`src/hdl/seit_pkg.sv`:
```
// Shared types and constants for the sequenced event input tracker.
// Depends on nothing; every other file in hdl imports it.
`default_nettype none

package seit_pkg;

    // Operation codes carried by each input beat
    typedef enum logic [1:0] {
        OP_STAGE = 2'd0,
        OP_EVENT = 2'd1,
        OP_FRAME = 2'd2,
        OP_LATCH = 2'd3
    } t_op;

    // Event kinds of a sequenced event; the remaining codes are invalid
    typedef enum logic [2:0] {
        KIND_APPLY   = 3'd0,
        KIND_PLACE   = 3'd1,
        KIND_REMOVE  = 3'd2,
        KIND_ABANDON = 3'd3,
        KIND_RESET   = 3'd4
    } t_kind;

    // Result status codes
    typedef enum logic [1:0] {
        ST_ACCEPTED  = 2'd0,
        ST_DUPLICATE = 2'd1,
        ST_STALE     = 2'd2,
        ST_INVALID   = 2'd3
    } t_status;

    localparam int unsigned SEQ_W = 16;
    localparam int unsigned RND_W = 16;
    localparam int unsigned WORD_W = 32;

    // Serial-number window: a newer sequence lies below this distance
    localparam logic [SEQ_W-1:0] NEWER_LIMIT = 16'h8000;

    // Tracking state that is independent of the configuration width
    typedef struct packed {
        logic             pending;
        logic             active;
        logic             present;
        logic             latched;
        logic             seen;
        logic [RND_W-1:0] round;
        logic [SEQ_W-1:0] last_seq;
    } t_flags;

    // Configuration register loads requested by the decision logic
    typedef struct packed {
        logic load_staged;
        logic load_pending;
        logic load_active;
    } t_cfg_ctl;

endpackage

`default_nettype wire

```
`src/hdl/seit_if.sv`:
```
// Valid/ready channel interfaces for event beats and result beats.
// Depends on seit_pkg for the field widths.
`default_nettype none

interface seit_evt_if import seit_pkg::*; ();
    logic              valid;
    logic              ready;
    logic [1:0]        op;
    logic [2:0]        event_kind;
    logic [SEQ_W-1:0]  sequence_number;
    logic [RND_W-1:0]  round_number_in;
    logic [WORD_W-1:0] config_word;

    modport source (
        output valid, op, event_kind, sequence_number, round_number_in, config_word,
        input  ready
    );
    modport sink (
        input  valid, op, event_kind, sequence_number, round_number_in, config_word,
        output ready
    );
endinterface

interface seit_res_if import seit_pkg::*; ();
    logic              valid;
    logic              ready;
    logic [1:0]        status;
    logic              ack_valid;
    logic [SEQ_W-1:0]  acked_sequence;
    logic [RND_W-1:0]  current_round;
    logic [WORD_W-1:0] active_config_word;
    logic              config_is_active;
    logic              config_is_pending;
    logic              object_is_present;
    logic              result_is_latched;

    modport source (
        output valid, status, ack_valid, acked_sequence, current_round,
               active_config_word, config_is_active, config_is_pending,
               object_is_present, result_is_latched,
        input  ready
    );
    modport sink (
        input  valid, status, ack_valid, acked_sequence, current_round,
               active_config_word, config_is_active, config_is_pending,
               object_is_present, result_is_latched,
        output ready
    );
endinterface

`default_nettype wire

```
`src/hdl/seit_core.sv`:
```
// Decision logic of the tracker: sequence check, event preconditions and
// next tracking state for one beat. Purely combinational; depends on seit_pkg.
`default_nettype none

module seit_core
    import seit_pkg::*;
(
    input  wire logic [1:0]       i_op,
    input  wire logic [2:0]       i_kind,
    input  wire logic [SEQ_W-1:0] i_seq,
    input  wire logic [RND_W-1:0] i_rnd,
    input  wire t_flags           i_state,
    output t_flags                o_state,
    output t_cfg_ctl              o_ctl,
    output t_status               o_status,
    output logic                  o_ack
);

    logic [SEQ_W-1:0] seq_diff;
    logic             seq_newer;
    logic             seq_dup;

    // Serial-number compare against the last accepted sequence
    assign seq_diff  = i_seq - i_state.last_seq;
    assign seq_newer = (seq_diff != '0) && (seq_diff < NEWER_LIMIT);
    assign seq_dup   = (seq_diff == '0);

    always_comb begin
        o_state  = i_state;
        o_ctl    = '0;
        o_status = ST_ACCEPTED;
        o_ack    = 1'b0;

        case (i_op)
            OP_STAGE: begin
                o_ctl.load_staged = 1'b1;
            end
            OP_EVENT: begin
                if (i_state.seen && seq_dup) begin
                    o_status = ST_DUPLICATE;
                end else if (i_state.seen && !seq_newer) begin
                    o_status = ST_STALE;
                end else begin
                    // Apply the event kind when its precondition holds
                    case (i_kind)
                        KIND_APPLY: begin
                            o_ctl.load_pending = 1'b1;
                            o_state.pending    = 1'b1;
                        end
                        KIND_PLACE: begin
                            if (!i_state.active || i_state.present) begin
                                o_status = ST_INVALID;
                            end else begin
                                o_state.present = 1'b1;
                                o_state.latched = 1'b0;
                                o_state.round   = i_state.round + 1'b1;
                            end
                        end
                        KIND_REMOVE, KIND_ABANDON: begin
                            if (!i_state.present) begin
                                o_status = ST_INVALID;
                            end else begin
                                o_state.present = 1'b0;
                                o_state.latched = 1'b0;
                            end
                        end
                        KIND_RESET: begin
                            o_state.pending = 1'b0;
                            o_state.active  = 1'b0;
                            o_state.present = 1'b0;
                            o_state.latched = 1'b0;
                        end
                        default: begin
                            o_status = ST_INVALID;
                        end
                    endcase
                    // Advance the sequence only on an accepted event
                    if (o_status == ST_ACCEPTED) begin
                        o_state.last_seq = i_seq;
                        o_state.seen     = 1'b1;
                        o_ack            = 1'b1;
                    end
                end
            end
            OP_FRAME: begin
                if (!i_state.pending) begin
                    o_status = ST_INVALID;
                end else begin
                    o_ctl.load_active = 1'b1;
                    o_state.pending   = 1'b0;
                    o_state.active    = 1'b1;
                end
            end
            OP_LATCH: begin
                if (!i_state.present || i_state.latched || (i_state.round != i_rnd)) begin
                    o_status = ST_INVALID;
                end else begin
                    o_state.latched = 1'b1;
                end
            end
            default: begin
                o_status = ST_INVALID;
            end
        endcase
    end

endmodule

`default_nettype wire

```
`src/hdl/sequenced_event_input_tracker.sv`:
```
// Top level of the sequenced event input tracker: input register, decision
// logic, result register. Depends on seit_pkg, seit_if.sv and seit_core.
//
// Usage:
//   i_evt carries one beat per host operation: stage a configuration word,
//   a sequenced event, a frame boundary, or a result latch. o_res returns
//   exactly one result beat per input beat, in order, holding the status,
//   the acknowledgement and the tracking state after that beat.
//   Path: an accepted beat waits in the input register, is decided, and is
//   written to the result register, from which o_res presents it.
//   Throughput: one beat per cycle unless o_res stalls; the next beat is
//   taken while a result waits, since input and result registers are separate stages.
//   Stall: when o_res.ready is low the result holds, the input register
//   fills, and i_evt.ready drops until the result is taken.
//   Reset (i_rst_n low, synchronous): clears all flags, the round counter,
//   the sequence tracking and the configuration words; no beat is pending.
//   CONFIG_WIDTH bits of config_word are kept; active_config_word shows the
//   low 32 bits of the active configuration, zero-extended when narrower.
`default_nettype none

module sequenced_event_input_tracker
    import seit_pkg::*;
#(
    parameter int unsigned CONFIG_WIDTH = 32
) (
    input  wire logic  i_clk,
    input  wire logic  i_rst_n,
    seit_evt_if.sink   i_evt,
    seit_res_if.source o_res
);

    // Input register
    logic                    r_in_valid;
    logic [1:0]              r_in_op;
    logic [2:0]              r_in_kind;
    logic [SEQ_W-1:0]        r_in_seq;
    logic [RND_W-1:0]        r_in_rnd;
    logic [WORD_W-1:0]       r_in_word;

    // Tracking state and configuration words
    t_flags                  r_flags;
    t_flags                  n_flags;
    logic [CONFIG_WIDTH-1:0] r_staged;
    logic [CONFIG_WIDTH-1:0] r_pending;
    logic [CONFIG_WIDTH-1:0] r_active;
    logic [CONFIG_WIDTH-1:0] n_active;

    // Result register
    logic                    r_out_valid;
    t_status                 r_out_status;
    logic                    r_out_ack;
    logic [SEQ_W-1:0]        r_out_acked;
    t_flags                  r_out_flags;
    logic [WORD_W-1:0]       r_out_word;

    t_cfg_ctl                dec_ctl;
    t_status                 dec_status;
    logic                    dec_ack;
    logic                    advance;
    logic                    in_take;

    // Move a beat from the input register into the result register
    assign advance = r_in_valid && (!r_out_valid || o_res.ready);
    assign i_evt.ready = !r_in_valid || advance;
    assign in_take = i_evt.valid && i_evt.ready;

    seit_core u_core (
        .i_op     (r_in_op),
        .i_kind   (r_in_kind),
        .i_seq    (r_in_seq),
        .i_rnd    (r_in_rnd),
        .i_state  (r_flags),
        .o_state  (n_flags),
        .o_ctl    (dec_ctl),
        .o_status (dec_status),
        .o_ack    (dec_ack)
    );

    assign n_active = dec_ctl.load_active ? r_pending : r_active;

    // Capture the input beat
    always_ff @(posedge i_clk) begin
        if (!i_rst_n) begin
            r_in_valid <= 1'b0;
        end else if (i_evt.ready) begin
            r_in_valid <= i_evt.valid;
        end
        if (in_take) begin
            r_in_op   <= i_evt.op;
            r_in_kind <= i_evt.event_kind;
            r_in_seq  <= i_evt.sequence_number;
            r_in_rnd  <= i_evt.round_number_in;
            r_in_word <= i_evt.config_word;
        end
    end

    // Update tracking state and configuration words
    always_ff @(posedge i_clk) begin
        if (!i_rst_n) begin
            r_flags   <= '0;
            r_staged  <= '0;
            r_pending <= '0;
            r_active  <= '0;
        end else if (advance) begin
            r_flags  <= n_flags;
            r_active <= n_active;
            if (dec_ctl.load_staged) begin
                r_staged <= CONFIG_WIDTH'(r_in_word);
            end
            if (dec_ctl.load_pending) begin
                r_pending <= r_staged;
            end
        end
    end

    // Hold the result beat until taken
    always_ff @(posedge i_clk) begin
        if (!i_rst_n) begin
            r_out_valid <= 1'b0;
        end else if (advance) begin
            r_out_valid <= 1'b1;
        end else if (o_res.ready) begin
            r_out_valid <= 1'b0;
        end
        if (advance) begin
            r_out_status <= dec_status;
            r_out_ack    <= dec_ack;
            r_out_acked  <= dec_ack ? r_in_seq : '0;
            r_out_flags  <= n_flags;
            r_out_word   <= WORD_W'(n_active);
        end
    end

    assign o_res.valid              = r_out_valid;
    assign o_res.status             = r_out_status;
    assign o_res.ack_valid          = r_out_ack;
    assign o_res.acked_sequence     = r_out_acked;
    assign o_res.current_round      = r_out_flags.round;
    assign o_res.active_config_word = r_out_word;
    assign o_res.config_is_active   = r_out_flags.active;
    assign o_res.config_is_pending  = r_out_flags.pending;
    assign o_res.object_is_present  = r_out_flags.present;
    assign o_res.result_is_latched  = r_out_flags.latched;

    // A latched result always belongs to a placed object
    a_latched_needs_object: assert property (@(posedge i_clk) disable iff (!i_rst_n)
        r_flags.latched |-> r_flags.present)
        else $error("latched flag set without an object present");

    // An acknowledgement only comes with an accepted status
    a_ack_means_accepted: assert property (@(posedge i_clk) disable iff (!i_rst_n)
        (r_out_valid && r_out_ack) |-> (r_out_status == ST_ACCEPTED))
        else $error("acknowledged beat without accepted status");

    // The round counter only holds or steps by one
    a_round_steps: assert property (@(posedge i_clk) disable iff (!i_rst_n)
        i_rst_n |=> ($stable(r_flags.round)
                     || (r_flags.round == RND_W'($past(r_flags.round) + 1'b1))))
        else $error("round counter jumped");

    // Tracking state changes only when a beat advances
    a_state_moves_on_advance: assert property (@(posedge i_clk) disable iff (!i_rst_n)
        !advance |=> $stable(r_flags))
        else $error("tracking state changed without a beat");

endmodule

`default_nettype wire

```
`src/flat_wrapper.sv`:
```
// flat-port wrapper written by rule: the top's interface ports become plain ports
module sequenced_event_input_tracker_flat import seit_pkg::*;
#(
    parameter int unsigned CONFIG_WIDTH = 32
)
  (i_clk, i_rst_n, i_evt_valid, i_evt_op, i_evt_event_kind, i_evt_sequence_number, i_evt_round_number_in, i_evt_config_word, i_evt_ready, o_res_valid, o_res_status, o_res_ack_valid, o_res_acked_sequence, o_res_current_round, o_res_active_config_word, o_res_config_is_active, o_res_config_is_pending, o_res_object_is_present, o_res_result_is_latched, o_res_ready);
  seit_evt_if i_evt_i ();
  seit_res_if o_res_i ();
  input  wire logic i_clk;
  input  wire logic i_rst_n;
  input wire logic [$bits(i_evt_i.valid)-1:0] i_evt_valid;
  input wire logic [$bits(i_evt_i.op)-1:0] i_evt_op;
  input wire logic [$bits(i_evt_i.event_kind)-1:0] i_evt_event_kind;
  input wire logic [$bits(i_evt_i.sequence_number)-1:0] i_evt_sequence_number;
  input wire logic [$bits(i_evt_i.round_number_in)-1:0] i_evt_round_number_in;
  input wire logic [$bits(i_evt_i.config_word)-1:0] i_evt_config_word;
  output wire logic [$bits(i_evt_i.ready)-1:0] i_evt_ready;
  output wire logic [$bits(o_res_i.valid)-1:0] o_res_valid;
  output wire logic [$bits(o_res_i.status)-1:0] o_res_status;
  output wire logic [$bits(o_res_i.ack_valid)-1:0] o_res_ack_valid;
  output wire logic [$bits(o_res_i.acked_sequence)-1:0] o_res_acked_sequence;
  output wire logic [$bits(o_res_i.current_round)-1:0] o_res_current_round;
  output wire logic [$bits(o_res_i.active_config_word)-1:0] o_res_active_config_word;
  output wire logic [$bits(o_res_i.config_is_active)-1:0] o_res_config_is_active;
  output wire logic [$bits(o_res_i.config_is_pending)-1:0] o_res_config_is_pending;
  output wire logic [$bits(o_res_i.object_is_present)-1:0] o_res_object_is_present;
  output wire logic [$bits(o_res_i.result_is_latched)-1:0] o_res_result_is_latched;
  input wire logic [$bits(o_res_i.ready)-1:0] o_res_ready;
  assign i_evt_i.valid = i_evt_valid;
  assign i_evt_i.op = i_evt_op;
  assign i_evt_i.event_kind = i_evt_event_kind;
  assign i_evt_i.sequence_number = i_evt_sequence_number;
  assign i_evt_i.round_number_in = i_evt_round_number_in;
  assign i_evt_i.config_word = i_evt_config_word;
  assign i_evt_ready = i_evt_i.ready;
  assign o_res_valid = o_res_i.valid;
  assign o_res_status = o_res_i.status;
  assign o_res_ack_valid = o_res_i.ack_valid;
  assign o_res_acked_sequence = o_res_i.acked_sequence;
  assign o_res_current_round = o_res_i.current_round;
  assign o_res_active_config_word = o_res_i.active_config_word;
  assign o_res_config_is_active = o_res_i.config_is_active;
  assign o_res_config_is_pending = o_res_i.config_is_pending;
  assign o_res_object_is_present = o_res_i.object_is_present;
  assign o_res_result_is_latched = o_res_i.result_is_latched;
  assign o_res_i.ready = o_res_ready;
  sequenced_event_input_tracker #(.CONFIG_WIDTH(CONFIG_WIDTH)) u_core (.i_clk(i_clk), .i_rst_n(i_rst_n), .i_evt(i_evt_i), .o_res(o_res_i));
endmodule
```
`config.mk`:
```
export PLATFORM = sky130hd
export DESIGN_NAME = sequenced_event_input_tracker_flat
export DESIGN_NICKNAME = d
export VERILOG_FILES = /design/src/hdl/seit_pkg.sv /design/src/hdl/seit_if.sv /design/src/hdl/seit_core.sv /design/src/hdl/sequenced_event_input_tracker.sv /design/src/flat_wrapper.sv
export SDC_FILE = /design/constraint.sdc
export NUM_CORES = 1
export LEC_CHECK = 0
export ABC_CLOCK_PERIOD_IN_PS = 6100
export BUFFER_PORTS_ARGS = -buffer_cell sky130_fd_sc_hd__buf_2
export CAP_MARGIN = 10
export CORE_UTILIZATION = 50
export DETAILED_ROUTE_END_ITERATION = 16
export GPL_ROUTABILITY_DRIVEN = 0
export PLACE_DENSITY = 0.74
export SYNTH_ARGS = -nofsm -noshare
export SYNTH_HDL_FRONTEND = slang
export SYNTH_SLANG_ARGS = --single-unit
```
`constraint.sdc`:
```
create_clock -name i_clk -period 6.1 [get_ports i_clk]
set_input_delay 0.305 -clock i_clk [delete_from_list [all_inputs] [get_ports i_clk]]
set_output_delay 0.305 -clock i_clk [all_outputs]
set_load 0.1 [all_outputs]
```
==> results of run 1 <==
## cell type report
type | instances | area share
timing repair buffer | 225 | 0.105
inverter | 30 | 0.00805
sequential | 275 | 0.483
tap | 313 | 0.0274
clock buffer | 37 | 0.0586
multi-input combinational | 716 | 0.310
clock inverter | 15 | 0.00857
## cells in the mapped netlist, types with 8 or more instances
library cell  instances
or4_1                10
o31ai_1               8
edfxtp_1            140
buf_2                 9
xor2_1               18
dfxtp_1             135
ha_1                 21
nor2_1               28
nor3_1               19
clkbuf_1             38
nand3_1              11
mux2_2               34
mux2i_1              54
nand4_1               8
o21ai_0              17
nor4_1               11
inv_1                29
nand2_1             254
and2_1               21
xnor2_1              17
a21oi_1              92
## worst max-delay path by stage
| stage | endpoint | slack (ns) | startpoint |
|---|---|---|---|
| floorplan | u_core.o_res.ack_valid$_DFFE_PP_ | 1.89 | u_core.o_res.valid$_SDFFE_PN0P_ |
| global placement | u_core.o_res.current_round[1]$_DFFE_PP_ | 1.97 | u_core.r_in_seq[0]$_DFFE_PP_ |
| detailed placement | u_core.o_res.current_round[1]$_DFFE_PP_ | 1.88 | u_core.r_in_seq[0]$_DFFE_PP_ |
| CTS | u_core.o_res.current_round[1]$_DFFE_PP_ | 1.84 | u_core.r_in_seq[0]$_DFFE_PP_ |
| global route | u_core.o_res.current_round[1]$_DFFE_PP_ | 1.64 | u_core.r_in_seq[0]$_DFFE_PP_ |
| finish | u_core.o_res.current_round[1]$_DFFE_PP_ | 1.82 | u_core.r_in_seq[0]$_DFFE_PP_ |
## power breakdown
part           internal (mW)  leakage [nW]  switching (mW)
clock                   1.01         0.476           0.727
combinational          0.110          2.37           0.301
sequential              2.00          2.42          0.0229
## sequential cells by signal, indices dropped and copies added (netlist names)
name / cells
u_core.r_flags: 37
u_core.o_res.active_config_word: 32
u_core.r_active: 32
u_core.r_in_word: 32
u_core.r_pending: 32
u_core.r_staged: 32
u_core.o_res.acked_sequence: 16
u_core.o_res.current_round: 16
u_core.r_in_rnd: 16
u_core.r_in_seq: 16
u_core.r_in_kind: 3
u_core.o_res.status: 2
u_core.r_in_op: 2
u_core.o_res.ack_valid: 1
u_core.o_res.config_is_active: 1
u_core.o_res.config_is_pending: 1
u_core.o_res.object_is_present: 1
u_core.o_res.result_is_latched: 1
u_core.o_res.valid: 1
u_core.r_in_valid: 1
## stage by stage
stage	util	area (sq um)	worst slack, ns	std cells
floorplan	-	11700	1.89	1085
global placement	0.553	12600	1.97	1489
detailed placement	0.553	12600	1.88	1489
CTS	0.626	14300	1.84	1611
global route	0.626	14300	1.64	1611
finish	0.626	14300	1.82	1611
## routing by layer
metal | vias up | part of all wire | wire, um | GRT usage
li1 | 4202 | - | - | -
met1 | 4028 | 0.43 | 11100 | 0.274
met2 | 266 | 0.49 | 12700 | 0.385
met3 | 58 | 0.052 | 1350 | 0.0292
met4 | 0 | 0.027 | 689 | 0.0668
met5 | - | 0 | 0 | 0
## kinds of logic after synthesis
| family | after synthesis | synth area share |
|---|---|---|
| AOI/OAI and AO/OA | 163 | 0.0850 |
| DFF | 275 | 0.588 |
| buffers and inverters | 94 | 0.0361 |
| xor gates and xnor gates | 36 | 0.0275 |
| and+or+nand+nor | 406 | 0.159 |
| adders and majority gates | 22 | 0.0241 |
| muxes | 89 | 0.0796 |
## critical path, delay by kind of cell (launching register included)
family	cells	cell delay, ns
AND/OR/NAND/NOR	5	1.48
XOR/XNOR	1	0.25
AO/OA/AOI/OAI	2	0.51
buffers and inverters	2	0.40
adder cells (fa/ha/maj)	2	0.68
multiplexers	1	0.34
flip-flops	1	0.35
## timing repair
item,4_1_cts,5_1_grt
resized for setup,0,0
hold buffers,70,0
buffers inserted,0,0
endpoints found under the hold margin,70,0
==> results by group, run 1 <==
Setup path
  • R2R cell count: 13
  • Launch point of the worst reg-to-reg path: u_core.r_in_seq[0]$_DFFE_PP_
  • Critical path's largest stage delay: between 0.5 and 0.6 ns
  • Nature of the critical path startpoint: flop
  • Reg-to-Reg End: u_core.o_res.current_round[1]$_DFFE_PP_
  • FF-to-FF setup slack: 1.82 ns
  • Crit-path cells: inv_1, ha_1, fa_1, xor2_1, nand2_1, or4_1, nor4_1, o2111ai_1, or4_4, o21ai_4, buf_4, nand2b_1, mux2_2
  • Setup CP Type: flop to flop
  • Critical path arrival: 4.58 ns
  • Worst endpoint required time: between 6 and 7 ns
  • Crit path max fanout: 23
  • Slowest cell on the critical path: or4_4
  • CP Capture Type: flop

Floorplan
  • Number of I/O pins: 146
  • Die W: 155 um
  • Core box area: 0.0228 sq mm
  • Die height: 155 um
  • Row cnt: 55
  • Starting Density: 0.514
  • DIE AREA: around 0.024 sq mm

Clock tree
  • Number of H-tree levels: 1
  • Clock slew at reported path FFs: around 0.060 ns
  • Clock sinks: between 200 and 300
  • Root buf cell: clkbuf_16
  • CTS tree: yes
  • Clock latency at the later pin of the worst-skew pair: 0.54 ns
  • CTS max path bufs: 3
  • Num CTS Buffers: 28

Yosys
  • EDFF count, synth: 140
  • Main area contributors after synthesis: edfxtp_1 36%, dfxtp_1 23%, nand2_1 8.1%, mux2i_1 4.6%, a21oi_1 3.9%
  • Async SR Flop Fraction: 0
  • Synth warnings: 0
  • Register area share after synthesis: 0.588
  • Mapped Area: roughly 0.012 sq mm
  • Flops & latches, synth: 275
  • Synth cell types: 75
  • Cells after Synth: 1085
  • Synth Net Count: 1180
  • Top FF cell, synth: edfxtp_1
  • Yosys top cell area share: 0.358
  • Synthesized area per cell: 10.8 sq um
  • Yosys top cell by area: edfxtp_1

Hold path
  • HP Class: primary input to flop
  • Min-delay src: o_res_ready
  • Hold Path Sink: u_core.o_res.valid$_SDFFE_PN0P_
  • Hold path depth: 4

Drt
  • Detailed-route wire length: about 26000 um
  • Starting DRC count in detailed routing: a little over 500
  • Via count: 8554
  • Post-DR vias/cell: 5.31
  • Routed len/inst: around 16 um
  • DRT antenna net count: 0
  • Pre-antenna DRT Iters: 6
  • DRC viols: 0

Pwr
  • Leak Pwr: ~5.3 nW
  • Final Power: around 4.2 mW
  • PD cells: 292 mW/mm^2
  • Max VDD drop: 212 uV

STA
  • WHS: 0.0931 ns
  • Worst clock skew: ~0.011 ns
  • Final hold vios: 0
  • Fin crit period: ~4.3 ns
  • Max frequency: roughly 230 MHz
  • Relative slew slack: 0.345
  • Fin. max-slew vios: 0
  • Slew @ Worst Pin: 0.980 ns
  • RSZ-0062 raised after global routing: no
  • Fin crit share: 0.702
  • Final Setup Violations: 0
  • Fin Setup TNS: 0 ns

Global route
  • Vias in the first global route: 8332
  • GRT Util Overall: 0.217
  • First-pass GRT wire length: 41800 um
  • Total gr overflow: 0
  • Largest net degree at the start of global routing: 84
  • Initial antenna violation count: 0

Cells and area
  • Register area: approximately 0.0069 sq mm
  • Final net count: 1371
  • Area of the multi-input gates: 0.00443 sq mm
  • # fillers: 1867
  • Antenna diodes: 0
  • Share of layout cells above drive strength 1: 0.203
  • P&R area growth vs syn: 21.9%
  • Most frequent cells in the layout: 253 x nand2_1, 144 x buf_2, 140 x edfxtp_1
  • Commonest non-fill, non-tap cell in the layout: nand2_1

Place
  • Post-DP HPWL: 15300 um
  • IO buf count: 145

Status
  • Outcome: complete, no violations

Run
  • Max_cap viols: 0
No activity file was read; power rests on OpenSTA's default activity.
==> inputs of run 2 (changes only) <==
- ABC_CLOCK_PERIOD_IN_PS: 6100 -> 4350
- clock period: 6.1 -> 4.35 ns (I/O delays scaled with it)
==> results by group, run 2 (same netlist as run 1, synthesis figures left out) <==
Place
  • Post-DP HPWL: 15400 um (was 15300 um)
  • Cell Area, Placed: 0.0126 sq mm (unchanged)
  • IO buf count: 145 (unchanged)

Clock tree
  • Post-CTS Hold Buffers: 71 (was 70)
  • Number of H-tree levels: 1 (unchanged)
  • Num CTS Buffers: 28 (unchanged)
  • CTS tree: yes (unchanged)
  • Clock slew at reported path FFs: 0.06 ns (about the same)
  • Root buf cell: clkbuf_16 (unchanged)
  • Clock latency at the later pin of the worst-skew pair: 0.54 ns (about the same)
  • CTS max path bufs: 3 (unchanged)
  • Post-CTS Setup Repair Bufs: 0 (unchanged)
  • Post_cts resized: 0 (unchanged)
  • Clock sinks: 275 (unchanged)

Cells and area
  • Final Core Density: 0.625 (was 0.626)
  • Max reg flops: 37 (unchanged)
  • Commonest non-fill, non-tap cell in the layout: nand2_1 (unchanged)
  • Most frequent cells in the layout: 253 x nand2_1, 144 x buf_2, 140 x edfxtp_1 (unchanged)
  • Final net count: 1372 (was 1371)
  • Share of layout cells above drive strength 1: 0.194 (was 0.203)
  • Antenna diodes: 0 (unchanged)
  • P&R area growth vs syn: 21.6% (was 21.9%)
  • Most flop-heavy register: u_core.r_flags (unchanged)
  • Post-route cell area: 0.0143 sq mm (about the same)

Drt
  • Via count: 8484 (was 8554)
  • Post-DR vias/cell: 5.26 (was 5.31)
  • Pre-antenna DRT Iters: 5 (was 6)
  • Starting DRC count in detailed routing: 512 (was 513)
  • DRT antenna net count: 0 (unchanged)
  • DRC viols: 0 (unchanged)
  • Routed len/inst: 15.6 um (was 16.0 um)
  • Detailed-route wire length: 25100 um (was 25800 um)

Setup path
  • Crit path max fanout: 26 (was 23)
  • Critical path arrival: 4.30 ns (was 4.58 ns)
  • Setup CP Type: flop to flop (unchanged)
  • Nature of the critical path startpoint: flop (unchanged)
  • Worst endpoint required time: 4.62 ns (was 6.40 ns)
  • CP Capture Type: flop (unchanged)

STA
  • Fin. max-slew vios: 0 (unchanged)
  • RSZ-0062 raised after global routing: no (unchanged)
  • Fin crit period: 4.03 ns (was 4.28 ns)
  • Fin crit share: 0.928 (was 0.702)
  • Worst clock skew: 0.00687 ns (was 0.0115 ns)
  • Final hold vios: 0 (unchanged)
  • Fin Setup TNS: 0 ns (unchanged)
  • Relative slew slack: 0.272 (was 0.345)
  • Slew @ Worst Pin: 1.09 ns (was 0.980 ns)
  • Final Setup Violations: 0 (unchanged)
  • WHS: 0.126 ns (was 0.0931 ns)
  • Max frequency: 248 MHz (was 234 MHz)

Floorplan
  • Core box area: 0.0228 sq mm (unchanged)
  • DIE AREA: 0.0241 sq mm (unchanged)
  • Starting Density: 0.514 (unchanged)
  • Row cnt: 55 (unchanged)
  • Number of I/O pins: 146 (unchanged)
  • Die W: 155 um (unchanged)
  • Die height: 155 um (unchanged)

Status
  • Outcome: complete, no violations (unchanged)

Global route
  • Total gr overflow: 0 (unchanged)
  • First-pass GRT wire length: 40400 um (was 41800 um)
  • Largest net degree at the start of global routing: 108 (was 84)
  • GRT Util Overall: 0.209 (was 0.217)
  • Initial antenna violation count: 0 (unchanged)
  • Vias in the first global route: 8206 (was 8332)

Pwr
  • PD cells: 405 mW/mm^2 (was 292 mW/mm^2)
  • Leak Pwr: 5.22 nW (was 5.26 nW)
  • Max VDD drop: 258 uV (was 212 uV)
  • Final Power: 5.78 mW (was 4.17 mW)

Hold path
  • HP Class: primary input to flop (unchanged)

Run
  • Max_cap viols: 0 (unchanged)
-- run 2: cell count changes in the layout (fill, tap and decap cells not counted) --
cell,previous run,this run
clkinvlp_4,2,4
clkinv_1,1,3
clkbuf_1,2,11
inv_6,2,0
clkbuf_16,31,28
clkbuf_8,4,2
dlygate4sd3_1,70,71
bufinv_16,1,3
clkinv_2,8,0
-- run 2: area by class of cell --
type | count | area [sq um]
sequential | 275 | 6910
multi-input combinational | 716 | 4430
fill | 1829 | 8570
clock buffer | 41 | 769
inverter | 30 | 115
tap | 313 | 392
timing repair buffer | 226 | 1510
clock inverter | 11 | 148
-- run 2: path summary, 6_finish.rpt --
| path | cells after the start | to | startpoint | slack [ns] |
|---|---|---|---|---|
| worst min-delay path | 3 | u_core.r_active[2]$_SDFFE_PN0P_ | i_rst_n | 0.13 |
| worst max-delay path | 13 | u_core.o_res.current_round[11]$_DFFE_PP_ | u_core.r_in_seq[0]$_DFFE_PP_ | 0.32 |
| worst max register to register | 13 | u_core.o_res.current_round[11]$_DFFE_PP_ | u_core.r_in_seq[0]$_DFFE_PP_ | 0.32 |
| worst min register to register | 2 | u_core.r_pending[8]$_SDFFE_PN0P_ | u_core.r_pending[8]$_SDFFE_PN0P_ | 0.45 |
-- run 2: through the flow --
stage	setup slack (ns)	cells
after detailed placement	0.351	1489
final	0.315	1612
after floorplan	0.141	1085
after global routing	0.0723	1612
after CTS	0.338	1612
after global placement	0.502	1489
-- run 2: where the power goes --
part	switching (mW)	internal, mW
sequential	0.0322	2.80
combinational	0.418	0.155
clock	0.960	1.41
total	1.41	4.37
-- run 2: metal layers --
metal  routed length (um)  global-route usage  share of wire
met3                 1260              0.0343          0.050
met2                12200               0.367           0.49
met1                10900               0.262           0.44
met4                  665              0.0705          0.026
met5                    0                   0              0
-- run 2: worst max-delay path: stages (launching register included) --
cell and delay [ns]:
edfxtp_1 0.36, inv_1 0.07, ha_1 0.21, fa_1 0.46
xor2_1 0.24, nand2_1 0.07, or4_1 0.51, nor4_1 0.21
o2111ai_1 0.18, or4_4 0.53, o21ai_4 0.32, buf_4 0.34
nor4_1 0.11, xor2_1 0.16
